===== config.mk =====
export PLATFORM = sky130hd
export DESIGN_NAME = scored_set_max_picker_core
export DESIGN_NICKNAME = d
export VERILOG_FILES = /design/src/rtl/core/ssmp_pkg.sv /design/src/rtl/core/ssmp_store.sv /design/src/rtl/core/ssmp_alu.sv /design/src/rtl/core/ssmp_div.sv /design/src/rtl/core/ssmp_ctrl.sv /design/src/rtl/core/scored_set_max_picker_core.sv
export SDC_FILE = /design/constraint.sdc
export NUM_CORES = 1
export LEC_CHECK = 0
export ABC_CLOCK_PERIOD_IN_PS = 15300
export BUFFER_PORTS_ARGS = -buffer_cell sky130_fd_sc_hd__buf_2
export CAP_MARGIN = 15
export CELL_PAD_IN_SITES_DETAIL_PLACEMENT = 0
export CELL_PAD_IN_SITES_GLOBAL_PLACEMENT = 1
export CORE_ASPECT_RATIO = 1.5
export CORE_UTILIZATION = 30
export DETAILED_ROUTE_END_ITERATION = 12
export GPL_TIMING_DRIVEN = 1
export PLACE_DENSITY_LB_ADDON = 0.1
export SLEW_MARGIN = 15
export SYNTH_ARGS = -nofsm -noshare
export SYNTH_HDL_FRONTEND = slang
export SYNTH_HIERARCHICAL = 1
export SYNTH_SLANG_ARGS = --single-unit
export TNS_END_PERCENT = 20

===== constraint.sdc =====
create_clock -name clk -period 15.3 [get_ports clk]
set_input_delay 2.295 -clock clk [delete_from_list [all_inputs] [get_ports clk]]
set_output_delay 2.295 -clock clk [all_outputs]
set_load 0.1 [all_outputs]

===== src/rtl/core/ssmp_pkg.sv =====
`timescale 1ns / 1ps
// Shared constants and types for the scored set maximum picker.
// Holds command codes, fixed field widths and the store control struct.
// Depends on nothing.
package ssmp_pkg;

  localparam int ENTRIES_DEF    = 64;
  localparam int SCORE_BITS_DEF = 8;

  localparam int CMD_W    = 3;
  localparam int SPOT_W   = 6;
  localparam int DELTA_W  = 8;
  localparam int RAND_W   = 16;
  localparam int SCORE_W  = 8;
  localparam int PICKED_W = 6;
  localparam int COUNT_W  = 7;

  localparam logic [CMD_W-1:0] CMD_CLEAR   = 3'd0;
  localparam logic [CMD_W-1:0] CMD_ADD     = 3'd1;
  localparam logic [CMD_W-1:0] CMD_SUB     = 3'd2;
  localparam logic [CMD_W-1:0] CMD_DISABLE = 3'd3;
  localparam logic [CMD_W-1:0] CMD_QUERY   = 3'd4;
  localparam logic [CMD_W-1:0] CMD_PICK    = 3'd5;

  localparam logic ALU_ADD = 1'b0;
  localparam logic ALU_SUB = 1'b1;

  typedef struct packed {
    logic clear_all;
    logic wr_en;
  } store_ctl_t;

endpackage


===== src/rtl/core/ssmp_store.sv =====
`timescale 1ns / 1ps
// Score memory with one write and one registered read port.
// Per-entry valid bits make unwritten or cleared entries read as zero.
// Depends on ssmp_pkg.
module ssmp_store #(
  parameter int ENTRIES    = ssmp_pkg::ENTRIES_DEF,
  parameter int SCORE_BITS = ssmp_pkg::SCORE_BITS_DEF,
  localparam int IDX_W     = $clog2(ENTRIES)
) (
  input  logic                   clk,
  input  logic                   rst,
  input  ssmp_pkg::store_ctl_t   ctl,
  input  logic [IDX_W-1:0]       waddr,
  input  logic [SCORE_BITS-1:0]  wdata,
  input  logic [IDX_W-1:0]       raddr,
  output logic [SCORE_BITS-1:0]  rdata
);
  import ssmp_pkg::*;

  logic [SCORE_BITS-1:0] mem [ENTRIES];
  logic [ENTRIES-1:0]    valid;
  logic [SCORE_BITS-1:0] rd_word;
  logic                  rd_valid;

  always_ff @(posedge clk) begin
    if (ctl.wr_en) begin
      mem[waddr] <= wdata;
    end
    rd_word <= mem[raddr];
  end

  always_ff @(posedge clk) begin
    if (rst) begin
      valid    <= '0;
      rd_valid <= 1'b0;
    end else begin
      rd_valid <= valid[raddr];
      if (ctl.clear_all) begin
        valid <= '0;
      end else if (ctl.wr_en) begin
        valid[waddr] <= 1'b1;
      end
    end
  end

  assign rdata = rd_valid ? rd_word : '0;

endmodule


===== src/rtl/core/ssmp_alu.sv =====
`timescale 1ns / 1ps
// Shared adder and subtracter used for updates and all score comparisons.
// The top result bit is the carry on add and the borrow on subtract.
// Depends on ssmp_pkg.
module ssmp_alu #(
  parameter int SCORE_BITS = ssmp_pkg::SCORE_BITS_DEF,
  localparam int OP_W = (SCORE_BITS > ssmp_pkg::DELTA_W) ? SCORE_BITS : ssmp_pkg::DELTA_W
) (
  input  logic            op,
  input  logic [OP_W-1:0] a,
  input  logic [OP_W-1:0] b,
  output logic [OP_W:0]   res
);
  import ssmp_pkg::*;

  always_comb begin
    if (op == ALU_SUB) begin
      res = {1'b0, a} - {1'b0, b};
    end else begin
      res = {1'b0, a} + {1'b0, b};
    end
  end

endmodule


===== src/rtl/core/ssmp_div.sv =====
`timescale 1ns / 1ps
// Restoring modulo unit, one dividend bit per cycle.
// Gives the random value modulo the member count for the pick command.
// Depends on ssmp_pkg.
module ssmp_div #(
  parameter int ENTRIES = ssmp_pkg::ENTRIES_DEF,
  localparam int CNT_W  = $clog2(ENTRIES + 1)
) (
  input  logic                        clk,
  input  logic                        rst,
  input  logic                        start,
  input  logic [ssmp_pkg::RAND_W-1:0] dividend,
  input  logic [CNT_W-1:0]            divisor,
  output logic                        done,
  output logic [CNT_W-1:0]            rem
);
  import ssmp_pkg::*;

  localparam int STEP_W = $clog2(RAND_W + 1);

  logic              busy;
  logic [STEP_W-1:0] steps;
  logic [RAND_W-1:0] dvd;
  logic [CNT_W-1:0]  dsr;
  logic [CNT_W:0]    shifted;
  logic [CNT_W:0]    trial;

  assign shifted = {rem, dvd[RAND_W-1]};
  assign trial   = shifted - {1'b0, dsr};

  always_ff @(posedge clk) begin
    if (rst) begin
      busy  <= 1'b0;
      done  <= 1'b0;
      steps <= '0;
    end else begin
      done <= 1'b0;
      if (start) begin
        busy  <= 1'b1;
        steps <= STEP_W'(RAND_W);
      end else if (busy) begin
        steps <= steps - STEP_W'(1);
        if (steps == STEP_W'(1)) begin
          busy <= 1'b0;
          done <= 1'b1;
        end
      end
    end
  end

  always_ff @(posedge clk) begin
    if (start) begin
      dvd <= dividend;
      dsr <= divisor;
      rem <= '0;
    end else if (busy) begin
      rem <= trial[CNT_W] ? shifted[CNT_W-1:0] : trial[CNT_W-1:0];
      dvd <= dvd << 1;
    end
  end

endmodule


===== src/rtl/core/ssmp_ctrl.sv =====
`timescale 1ns / 1ps
// Command sequencer: read-modify-write of one entry, and the three scans of a pick.
// Drives the score store, the shared adder and the modulo unit.
// Depends on ssmp_pkg.
module ssmp_ctrl #(
  parameter int ENTRIES    = ssmp_pkg::ENTRIES_DEF,
  parameter int SCORE_BITS = ssmp_pkg::SCORE_BITS_DEF,
  localparam int IDX_W = $clog2(ENTRIES),
  localparam int CNT_W = $clog2(ENTRIES + 1),
  localparam int OP_W  = (SCORE_BITS > ssmp_pkg::DELTA_W) ? SCORE_BITS : ssmp_pkg::DELTA_W
) (
  input  logic                         clk,
  input  logic                         rst,
  input  logic                         in_valid,
  output logic                         in_stall,
  input  logic [ssmp_pkg::CMD_W-1:0]   cmd,
  input  logic [ssmp_pkg::SPOT_W-1:0]  spot,
  input  logic [ssmp_pkg::DELTA_W-1:0] delta,
  input  logic [ssmp_pkg::RAND_W-1:0]  random,
  output logic                         res_valid,
  input  logic                         res_take,
  output logic                         res_member,
  output logic [SCORE_BITS-1:0]        res_score,
  output logic [IDX_W-1:0]             res_picked,
  output logic                         res_ok,
  output logic [CNT_W-1:0]             members,
  output ssmp_pkg::store_ctl_t         st_ctl,
  output logic [IDX_W-1:0]             st_waddr,
  output logic [SCORE_BITS-1:0]        st_wdata,
  output logic [IDX_W-1:0]             st_raddr,
  input  logic [SCORE_BITS-1:0]        st_rdata,
  output logic                         alu_op,
  output logic [OP_W-1:0]              alu_a,
  output logic [OP_W-1:0]              alu_b,
  input  logic [OP_W:0]                alu_res,
  output logic                         div_start,
  output logic [ssmp_pkg::RAND_W-1:0]  div_dividend,
  output logic [CNT_W-1:0]             div_divisor,
  input  logic                         div_done,
  input  logic [CNT_W-1:0]             div_rem
);
  import ssmp_pkg::*;

  localparam logic [2:0] S_IDLE   = 3'd0;
  localparam logic [2:0] S_MODIFY = 3'd1;
  localparam logic [2:0] S_MAX    = 3'd2;
  localparam logic [2:0] S_DROP   = 3'd3;
  localparam logic [2:0] S_MOD    = 3'd4;
  localparam logic [2:0] S_SEL    = 3'd5;
  localparam logic [2:0] S_DONE   = 3'd6;

  logic [2:0]            state;
  logic [CMD_W-1:0]      cmd_q;
  logic [IDX_W-1:0]      spot_q;
  logic [DELTA_W-1:0]    delta_q;
  logic [RAND_W-1:0]     random_q;
  logic [CNT_W-1:0]      ctr;
  logic [CNT_W-1:0]      seen;
  logic [SCORE_BITS-1:0] top;
  logic [IDX_W-1:0]      rd_idx;
  logic                  rd_live;
  logic [CNT_W-1:0]      members_next;
  logic                  scan_issue;
  logic                  accept;
  logic                  spot_ok;
  logic                  cur_nz;

  assign accept       = in_valid && (state == S_IDLE);
  assign in_stall     = (state != S_IDLE);
  assign res_valid    = (state == S_DONE);
  assign spot_ok      = (int'(spot) < ENTRIES);
  assign cur_nz       = |st_rdata;
  assign div_dividend = random_q;
  assign div_divisor  = members_next;

  always_comb begin
    st_ctl       = '0;
    st_waddr     = rd_idx;
    st_wdata     = '0;
    st_raddr     = ctr[IDX_W-1:0];
    alu_op       = ALU_SUB;
    alu_a        = '0;
    alu_b        = '0;
    members_next = members;
    scan_issue   = 1'b0;
    div_start    = 1'b0;
    unique case (state)
      S_IDLE: begin
        st_raddr = IDX_W'(spot);
        if (accept && (cmd == CMD_CLEAR)) begin
          st_ctl.clear_all = 1'b1;
          members_next     = '0;
        end
      end
      S_MODIFY: begin
        st_waddr = spot_q;
        alu_a    = OP_W'(st_rdata);
        alu_b    = OP_W'(delta_q);
        case (cmd_q)
          CMD_ADD: begin
            alu_op       = ALU_ADD;
            st_ctl.wr_en = 1'b1;
            st_wdata     = (|alu_res[OP_W:SCORE_BITS]) ? '1 : alu_res[SCORE_BITS-1:0];
            if (!cur_nz && (|st_wdata)) begin
              members_next = members + CNT_W'(1);
            end
          end
          CMD_SUB: begin
            if ((|delta_q) && !alu_res[OP_W]) begin
              st_ctl.wr_en = 1'b1;
              st_wdata     = alu_res[SCORE_BITS-1:0];
              if (!(|st_wdata)) begin
                members_next = members - CNT_W'(1);
              end
            end
          end
          CMD_DISABLE: begin
            st_ctl.wr_en = 1'b1;
            if (cur_nz) begin
              members_next = members - CNT_W'(1);
            end
          end
          default: ;
        endcase
      end
      S_MAX: begin
        scan_issue = (ctr != CNT_W'(ENTRIES));
        alu_a      = OP_W'(top);
        alu_b      = OP_W'(st_rdata);
      end
      S_DROP: begin
        scan_issue = (ctr != CNT_W'(ENTRIES));
        alu_a      = OP_W'(st_rdata);
        alu_b      = OP_W'(top);
        if (rd_live && alu_res[OP_W]) begin
          st_ctl.wr_en = 1'b1;
          if (cur_nz) begin
            members_next = members - CNT_W'(1);
          end
        end
        div_start = !scan_issue;
      end
      S_SEL: begin
        scan_issue = (ctr != CNT_W'(ENTRIES));
      end
      S_MOD, S_DONE: ;
      default: ;
    endcase
  end

  always_ff @(posedge clk) begin
    if (rst) begin
      state   <= S_IDLE;
      members <= '0;
      rd_live <= 1'b0;
      ctr     <= '0;
      seen    <= '0;
      res_ok  <= 1'b0;
      cmd_q   <= CMD_CLEAR;
    end else begin
      members <= members_next;
      rd_live <= scan_issue;
      if (scan_issue) begin
        ctr <= ctr + CNT_W'(1);
      end
      unique case (state)
        S_IDLE: begin
          if (accept) begin
            cmd_q  <= cmd;
            res_ok <= 1'b0;
            ctr    <= '0;
            seen   <= '0;
            unique case (cmd) inside
              CMD_ADD, CMD_SUB, CMD_DISABLE, CMD_QUERY: begin
                state <= spot_ok ? S_MODIFY : S_DONE;
              end
              CMD_PICK: begin
                state <= (members != '0) ? S_MAX : S_DONE;
              end
              default: begin
                state <= S_DONE;
              end
            endcase
          end
        end
        S_MODIFY: begin
          state <= S_DONE;
        end
        S_MAX: begin
          if (!scan_issue) begin
            ctr   <= '0;
            state <= S_DROP;
          end
        end
        S_DROP: begin
          if (!scan_issue) begin
            ctr   <= '0;
            state <= S_MOD;
          end
        end
        S_MOD: begin
          if (div_done) begin
            state <= S_SEL;
          end
        end
        S_SEL: begin
          if (rd_live && cur_nz && !res_ok) begin
            if (seen == div_rem) begin
              res_ok <= 1'b1;
            end
            seen <= seen + CNT_W'(1);
          end
          if (!scan_issue) begin
            state <= S_DONE;
          end
        end
        S_DONE: begin
          if (res_take) begin
            state <= S_IDLE;
          end
        end
        default: begin
          state <= S_IDLE;
        end
      endcase
    end
  end

  always_ff @(posedge clk) begin
    rd_idx <= ctr[IDX_W-1:0];
    if (accept) begin
      spot_q     <= IDX_W'(spot);
      delta_q    <= delta;
      random_q   <= random;
      res_member <= 1'b0;
      res_score  <= '0;
      res_picked <= '0;
      top        <= '0;
    end
    if ((state == S_MODIFY) && (cmd_q == CMD_QUERY)) begin
      res_score  <= st_rdata;
      res_member <= cur_nz;
    end
    if ((state == S_MAX) && rd_live && alu_res[OP_W]) begin
      top <= st_rdata;
    end
    if ((state == S_SEL) && rd_live && cur_nz && !res_ok && (seen == div_rem)) begin
      res_picked <= rd_idx;
    end
  end

  a_count_bound: assert property (@(posedge clk) disable iff (rst)
    members <= CNT_W'(ENTRIES))
    else $error("Member count exceeds the number of entries.");

  a_ok_only_pick: assert property (@(posedge clk) disable iff (rst)
    res_ok |-> (cmd_q == CMD_PICK))
    else $error("Pick success flagged for an item that is not a pick.");

  a_div_in_mod: assert property (@(posedge clk) disable iff (rst)
    div_done |-> (state == S_MOD))
    else $error("Modulo unit finished outside its wait state.");

  a_clear_count: assert property (@(posedge clk) disable iff (rst)
    (accept && (cmd == CMD_CLEAR)) |=> (members == '0))
    else $error("Member count not zero after a clear.");

endmodule


===== src/rtl/core/scored_set_max_picker_core.sv =====
`timescale 1ns / 1ps
// Scored set maximum picker: top level with the output register.
// Instantiates ssmp_ctrl, ssmp_store, ssmp_alu and ssmp_div; depends on ssmp_pkg.
//
// Usage: an item (cmd, spot, delta, random) is taken when in_valid is high and
// in_stall is low; each item gives exactly one result item on the output
// channel, taken when out_valid is high and out_stall is low.
// The block works on one item at a time and holds in_stall high until the
// result has been moved into the output register.
// From acceptance to out_valid: clear, unknown codes and out-of-range spots go
// straight to the result state; add, subtract, disable and query first pass the
// read-modify-write state; a pick makes two passes over the score memory at
// one read per cycle, waits on the bit-serial modulo unit and then makes a third
// pass to select its entry. Every result then moves into the output register.
// A pick on an empty set goes straight to the result state.
// With no stall, the next item is taken in the cycle after a result reaches the
// output register.
// While the receiver stalls, the result stays in the output register and one
// further item can be worked on; its result then waits inside the sequencer.
// Synchronous reset empties the set at once through per-entry valid bits and
// clears both channels; no clearing pass is needed.
module scored_set_max_picker_core #(
  parameter int ENTRIES    = ssmp_pkg::ENTRIES_DEF,
  parameter int SCORE_BITS = ssmp_pkg::SCORE_BITS_DEF
) (
  input  logic                          clk,
  input  logic                          rst,
  input  logic                          in_valid,
  output logic                          in_stall,
  input  logic [ssmp_pkg::CMD_W-1:0]    cmd,
  input  logic [ssmp_pkg::SPOT_W-1:0]   spot,
  input  logic [ssmp_pkg::DELTA_W-1:0]  delta,
  input  logic [ssmp_pkg::RAND_W-1:0]   random,
  output logic                          out_valid,
  input  logic                          out_stall,
  output logic                          member,
  output logic [ssmp_pkg::SCORE_W-1:0]  score,
  output logic [ssmp_pkg::PICKED_W-1:0] picked,
  output logic                          pick_ok,
  output logic [ssmp_pkg::COUNT_W-1:0]  active_count,
  output logic                          empty_res
);
  import ssmp_pkg::*;

  localparam int IDX_W = $clog2(ENTRIES);
  localparam int CNT_W = $clog2(ENTRIES + 1);
  localparam int OP_W  = (SCORE_BITS > DELTA_W) ? SCORE_BITS : DELTA_W;

  logic                  res_valid;
  logic                  res_take;
  logic                  res_member;
  logic [SCORE_BITS-1:0] res_score;
  logic [IDX_W-1:0]      res_picked;
  logic                  res_ok;
  logic [CNT_W-1:0]      members;
  store_ctl_t            st_ctl;
  logic [IDX_W-1:0]      st_waddr;
  logic [SCORE_BITS-1:0] st_wdata;
  logic [IDX_W-1:0]      st_raddr;
  logic [SCORE_BITS-1:0] st_rdata;
  logic                  alu_op;
  logic [OP_W-1:0]       alu_a;
  logic [OP_W-1:0]       alu_b;
  logic [OP_W:0]         alu_res;
  logic                  div_start;
  logic [RAND_W-1:0]     div_dividend;
  logic [CNT_W-1:0]      div_divisor;
  logic                  div_done;
  logic [CNT_W-1:0]      div_rem;

  ssmp_ctrl #(
    .ENTRIES    (ENTRIES),
    .SCORE_BITS (SCORE_BITS)
  ) u_ctrl (
    .clk          (clk),
    .rst          (rst),
    .in_valid     (in_valid),
    .in_stall     (in_stall),
    .cmd          (cmd),
    .spot         (spot),
    .delta        (delta),
    .random       (random),
    .res_valid    (res_valid),
    .res_take     (res_take),
    .res_member   (res_member),
    .res_score    (res_score),
    .res_picked   (res_picked),
    .res_ok       (res_ok),
    .members      (members),
    .st_ctl       (st_ctl),
    .st_waddr     (st_waddr),
    .st_wdata     (st_wdata),
    .st_raddr     (st_raddr),
    .st_rdata     (st_rdata),
    .alu_op       (alu_op),
    .alu_a        (alu_a),
    .alu_b        (alu_b),
    .alu_res      (alu_res),
    .div_start    (div_start),
    .div_dividend (div_dividend),
    .div_divisor  (div_divisor),
    .div_done     (div_done),
    .div_rem      (div_rem)
  );

  ssmp_store #(
    .ENTRIES    (ENTRIES),
    .SCORE_BITS (SCORE_BITS)
  ) u_store (
    .clk   (clk),
    .rst   (rst),
    .ctl   (st_ctl),
    .waddr (st_waddr),
    .wdata (st_wdata),
    .raddr (st_raddr),
    .rdata (st_rdata)
  );

  ssmp_alu #(
    .SCORE_BITS (SCORE_BITS)
  ) u_alu (
    .op  (alu_op),
    .a   (alu_a),
    .b   (alu_b),
    .res (alu_res)
  );

  ssmp_div #(
    .ENTRIES (ENTRIES)
  ) u_div (
    .clk      (clk),
    .rst      (rst),
    .start    (div_start),
    .dividend (div_dividend),
    .divisor  (div_divisor),
    .done     (div_done),
    .rem      (div_rem)
  );

  assign res_take = !out_valid || !out_stall;

  always_ff @(posedge clk) begin
    if (rst) begin
      out_valid <= 1'b0;
    end else if (res_valid && res_take) begin
      out_valid <= 1'b1;
    end else if (!out_stall) begin
      out_valid <= 1'b0;
    end
  end

  always_ff @(posedge clk) begin
    if (res_valid && res_take) begin
      member       <= res_member;
      score        <= SCORE_W'(res_score);
      picked       <= PICKED_W'(res_picked);
      pick_ok      <= res_ok;
      active_count <= COUNT_W'(members);
      empty_res    <= (members == '0);
    end
  end

endmodule

==> results.py <==
metrics = {
    "outcome": {
        "run_status": "complete, no violations",
    },
    "cts": {
        "holdBufCountCts": 0,
        "clockBufferDepth": 3,
        "cts.root.buffer_cell": "clkbuf_16",
        "cts_made_buffers": 76,
        "clock_latency_ns": 0.64,
        "clk_pin_slew_ns": 0.06,
        "numClockSinks": 735,
        "postCtsSetupRepairBufs": 0,
        "cts_tree": "built",
        "cts_resized": 0,
        "cts_htree_levels": 3,
    },
    "critical_path": {
        "rrSetupSlack_ns": 9.12,
        "timing.rr.start": "u_ctrl/state[0]",
        "critPathKind": "reg2reg",
        "cp_slowest_cell": "nor2_1",
        "worstPathArrival_ns": 6.44,
        "cp-start-kind": "flop",
        "crit_chain": "buf_4 > nor3b_2 > buf_4 > nand2_1 > mux2_2 > fa_1 > nor2b_4 > o2111ai_2 > a32oi_2 > xnor2_1 > nand2_1 > o21ai_0 > buf_4 > nor2b_1 > nand3_1 > nor2_1",
        "worstRegToRegCells": 16,
        "reg2reg_to": "u_store/mem[5][7]",
        "cp-end-kind": "flop",
        "path_buf_inv": 3,
        "cpMostUsedCell": "buf_4",
        "critPathMaxStageDelay_ns": 0.92,
        "required_ns": 15.55,
        "cp.depth": 16,
        "crit_family": "simple AND/OR/NAND/NOR gates",
        "cp_max_fo": 37,
    },
    "floorplanning": {
        "core_sq_um": 101000,
        "die-area_sq_um": 103000,
        "fp.dieW_microns": 263,
        "rows": 143,
        "die_h_microns": 393,
        "io_pins": 63,
        "start_util_pct": 30.3,
    },
    "logic_synthesis": {
        "synth-edff-count": 612,
        "postSynthCellCount": 1913,
        "synth_area_per_cell_sq_um": 16.0,
        "ys_async_sr_fraction_pct": 0,
        "syn-num-nets": 1977,
        "yosysSeqAreaShare_pct": 68.0,
        "netlist_area_sq_um": 30600,
        "ys.flop_type": "edfxtp_1",
        "synth_cell_types": 88,
        "yosys_register_bits": 735,
        "yosysWarnings": 6,
    },
    "flow_run": {
        "maxCapViolations": 0,
    },
    "placed_design": {
        "dpl.cell_count": 3211,
        "postPlaceCellArea_sq_um": 32400,
        "io_buffers": 62,
        "hpwl_microns": 54200,
        "place_congestion": 0.820,
    },
    "timing": {
        "finalSetupTns_ns": 0,
        "setup_viol": 0,
        "finClkSkew_ns": 0.0260,
        "hold_ws_ns": 0.397,
        "slew_violations": 0,
        "slew_headroom_pct": 29.2,
        "fmax_ghz": 0.162,
        "rsz0062_at_grt": "false",
        "min_period_over_period_pct": 40.4,
        "hold_viol": 0,
        "tightest_slew_ns": 1.05,
        "finalCriticalPeriod_ns": 6.18,
    },
    "route": {
        "wl_microns": 83000,
        "post_drt_via_cell_ratio": 5.03,
        "post-route-drc-count": 0,
        "drt_iter0_drc": 1081,
        "drtAntennaViolNets": 0,
        "dr.pass1.iters": 5,
        "wl_per_cell_microns": 24.8,
        "num_vias": 16900,
    },
    "hold_path": {
        "min_path_cells": 0,
        "hp-class": "reg2reg",
        "whs_endpoint": "u_ctrl/rd_idx[1]",
        "holdCritStartpoint": "u_ctrl/ctr[1]",
    },
    "cells_and_area": {
        "final_cell_mix": "612 x edfxtp_1, 183 x nor2_1, 131 x mux4_2, 123 x dfxtp_1, 78 x clkbuf_16",
        "drive_gt1_share_pct": 19.7,
        "design_area_sq_um": 34800,
        "nets": 2048,
        "syn2layout_area_growth_pct": 13.6,
        "final_common_cell": "edfxtp_1",
        "instances_no_fill": 3348,
        "n_antenna_cell": 0,
    },
    "global_routing": {
        "first_global_vias": 17600,
        "grt_max_degree": 104,
        "antenna_found_initial": 0,
        "grt.total_usage_pct": 16.1,
        "grt_pass1_wl_microns": 121000,
        "grt-ovfl-total": 0,
    },
    "power_and_ir_drop": {
        "powerDensity_nw_per_um2": 170,
        "ir_worst_vdd_v": 0.000136,
        "p_leak_nw": 10.2,
    },
}
## worst max path at each step
stage,start,end
floorplan,u_ctrl/state[0],u_store/mem[0][6]
global placement,u_ctrl/state[1],u_store/mem[48][4]
detailed placement,u_ctrl/state[0],u_store/mem[5][5]
CTS,u_ctrl/state[0],u_store/mem[5][7]
global route,u_ctrl/state[0],u_store/mem[5][1]
finish,u_ctrl/state[0],u_store/mem[5][7]
## logic make-up after synthesis
kind of cell,after synthesis,share of synthesized area (%)
multiplexers,193,12.9
flip-flops,735,68.0
adder cells (fa/ha/maj),27,1.15
buffers and inverters,140,2.25
AO/OA/AOI/OAI,300,6.83
XOR/XNOR,39,1.11
AND/OR/NAND/NOR,479,7.79
## registers in the layout, summed over array words and instances, names as in the netlist, 8 cells and up
register	flops
score	8
u_ctrl/div_dividend	16
u_store/valid	64
u_ctrl/top	8
u_store/mem	512
u_ctrl/res_score	8
u_div/dvd	16
u_ctrl/delta_q	8
u_store/rd_word	8
## metal layers
metal / wire length (microns) / GRT usage, % / vias to the layer above
met5: 0 / 0 / -
met2: 45100 / 29.9 / 329
met1: 32900 / 18.5 / 8750
li1: - / - / 7661
met3: 2560 / 1.99 / 117
met4: 2500 / 6.38 / 0
## report_power, final
group	internal, mW	leakage, nW	switching (mW)
clock network	1.03	1.16	0.772
logic	0.647	3.19	1.18
registers	2.27	5.89	0.0370
total	3.94	10.2	1.98
## cells in the mapped netlist (7+ instances only)
cell / n / area, sq um
or2_0: 8 / 50.1
mux2_2: 23 / 259
inv_1: 42 / 158
nor2_1: 192 / 721
a21oi_1: 57 / 285
nor2b_1: 14 / 87.6
o21ai_0: 40 / 200
and2_1: 40 / 250
o22ai_1: 33 / 206
ha_1: 25 / 313
mux4_2: 131 / 2950
a32o_1: 8 / 80.1
xnor2_1: 22 / 193
or4_1: 13 / 97.6
nor3_1: 29 / 145
nand2_1: 67 / 251
mux4_1: 21 / 552
nand4_1: 14 / 87.6
and3_1: 8 / 50.1
nand2b_1: 17 / 106
edfxtp_1: 612 / 18400
a22oi_1: 11 / 82.6
mux2i_1: 18 / 180
xor2_1: 17 / 149
nand3_1: 24 / 120
nand3b_1: 10 / 75.1
nor4_1: 11 / 68.8
buf_2: 21 / 105
o31ai_1: 10 / 75.1
dfxtp_1: 123 / 2460
buf_1: 8 / 30.0
buf_4: 7 / 52.6
o32ai_1: 8 / 70.1
clkbuf_1: 47 / 176
o211ai_1: 7 / 52.6
o21a_1: 66 / 495
## metrics by stage
step | setup WS, ns | total power, mW | util [%]
2_1_floorplan | 9.65 | 3.65 | -
3_3_place_gp | 9.15 | 4.22 | 32.0
3_5_place_dp | 9.10 | 4.22 | 32.0
4_1_cts | 9.05 | 6.05 | 34.4
5_1_grt | 8.68 | 6.21 | 34.4
6_report | 9.12 | 5.93 | 34.4
## worst reg2reg max path, stage by stage, from the launching register on
cell	delay [ns]
dfxtp_1	0.30
buf_4	0.36
nor3b_2	0.49
buf_4	0.29
nand2_1	0.22
mux2_2	0.37
fa_1	0.46
nor2b_4	0.15
o2111ai_2	0.15
a32oi_2	0.22
xnor2_1	0.23
nand2_1	0.28
o21ai_0	0.22
buf_4	0.20
nor2b_1	0.33
nand3_1	0.61
nor2_1	0.93
## layout make-up
type,count,area (sq um)
Sequential cell,735,20800
Multi-Input combinational cell,1038,9240
Clock buffer,110,2150
Tap cell,1305,1630
Inverter,43,161
Fill cell,9706,66500
Timing Repair Buffer,90,546
Clock inverter,27,226
Power figures use the tool's default switching activity.
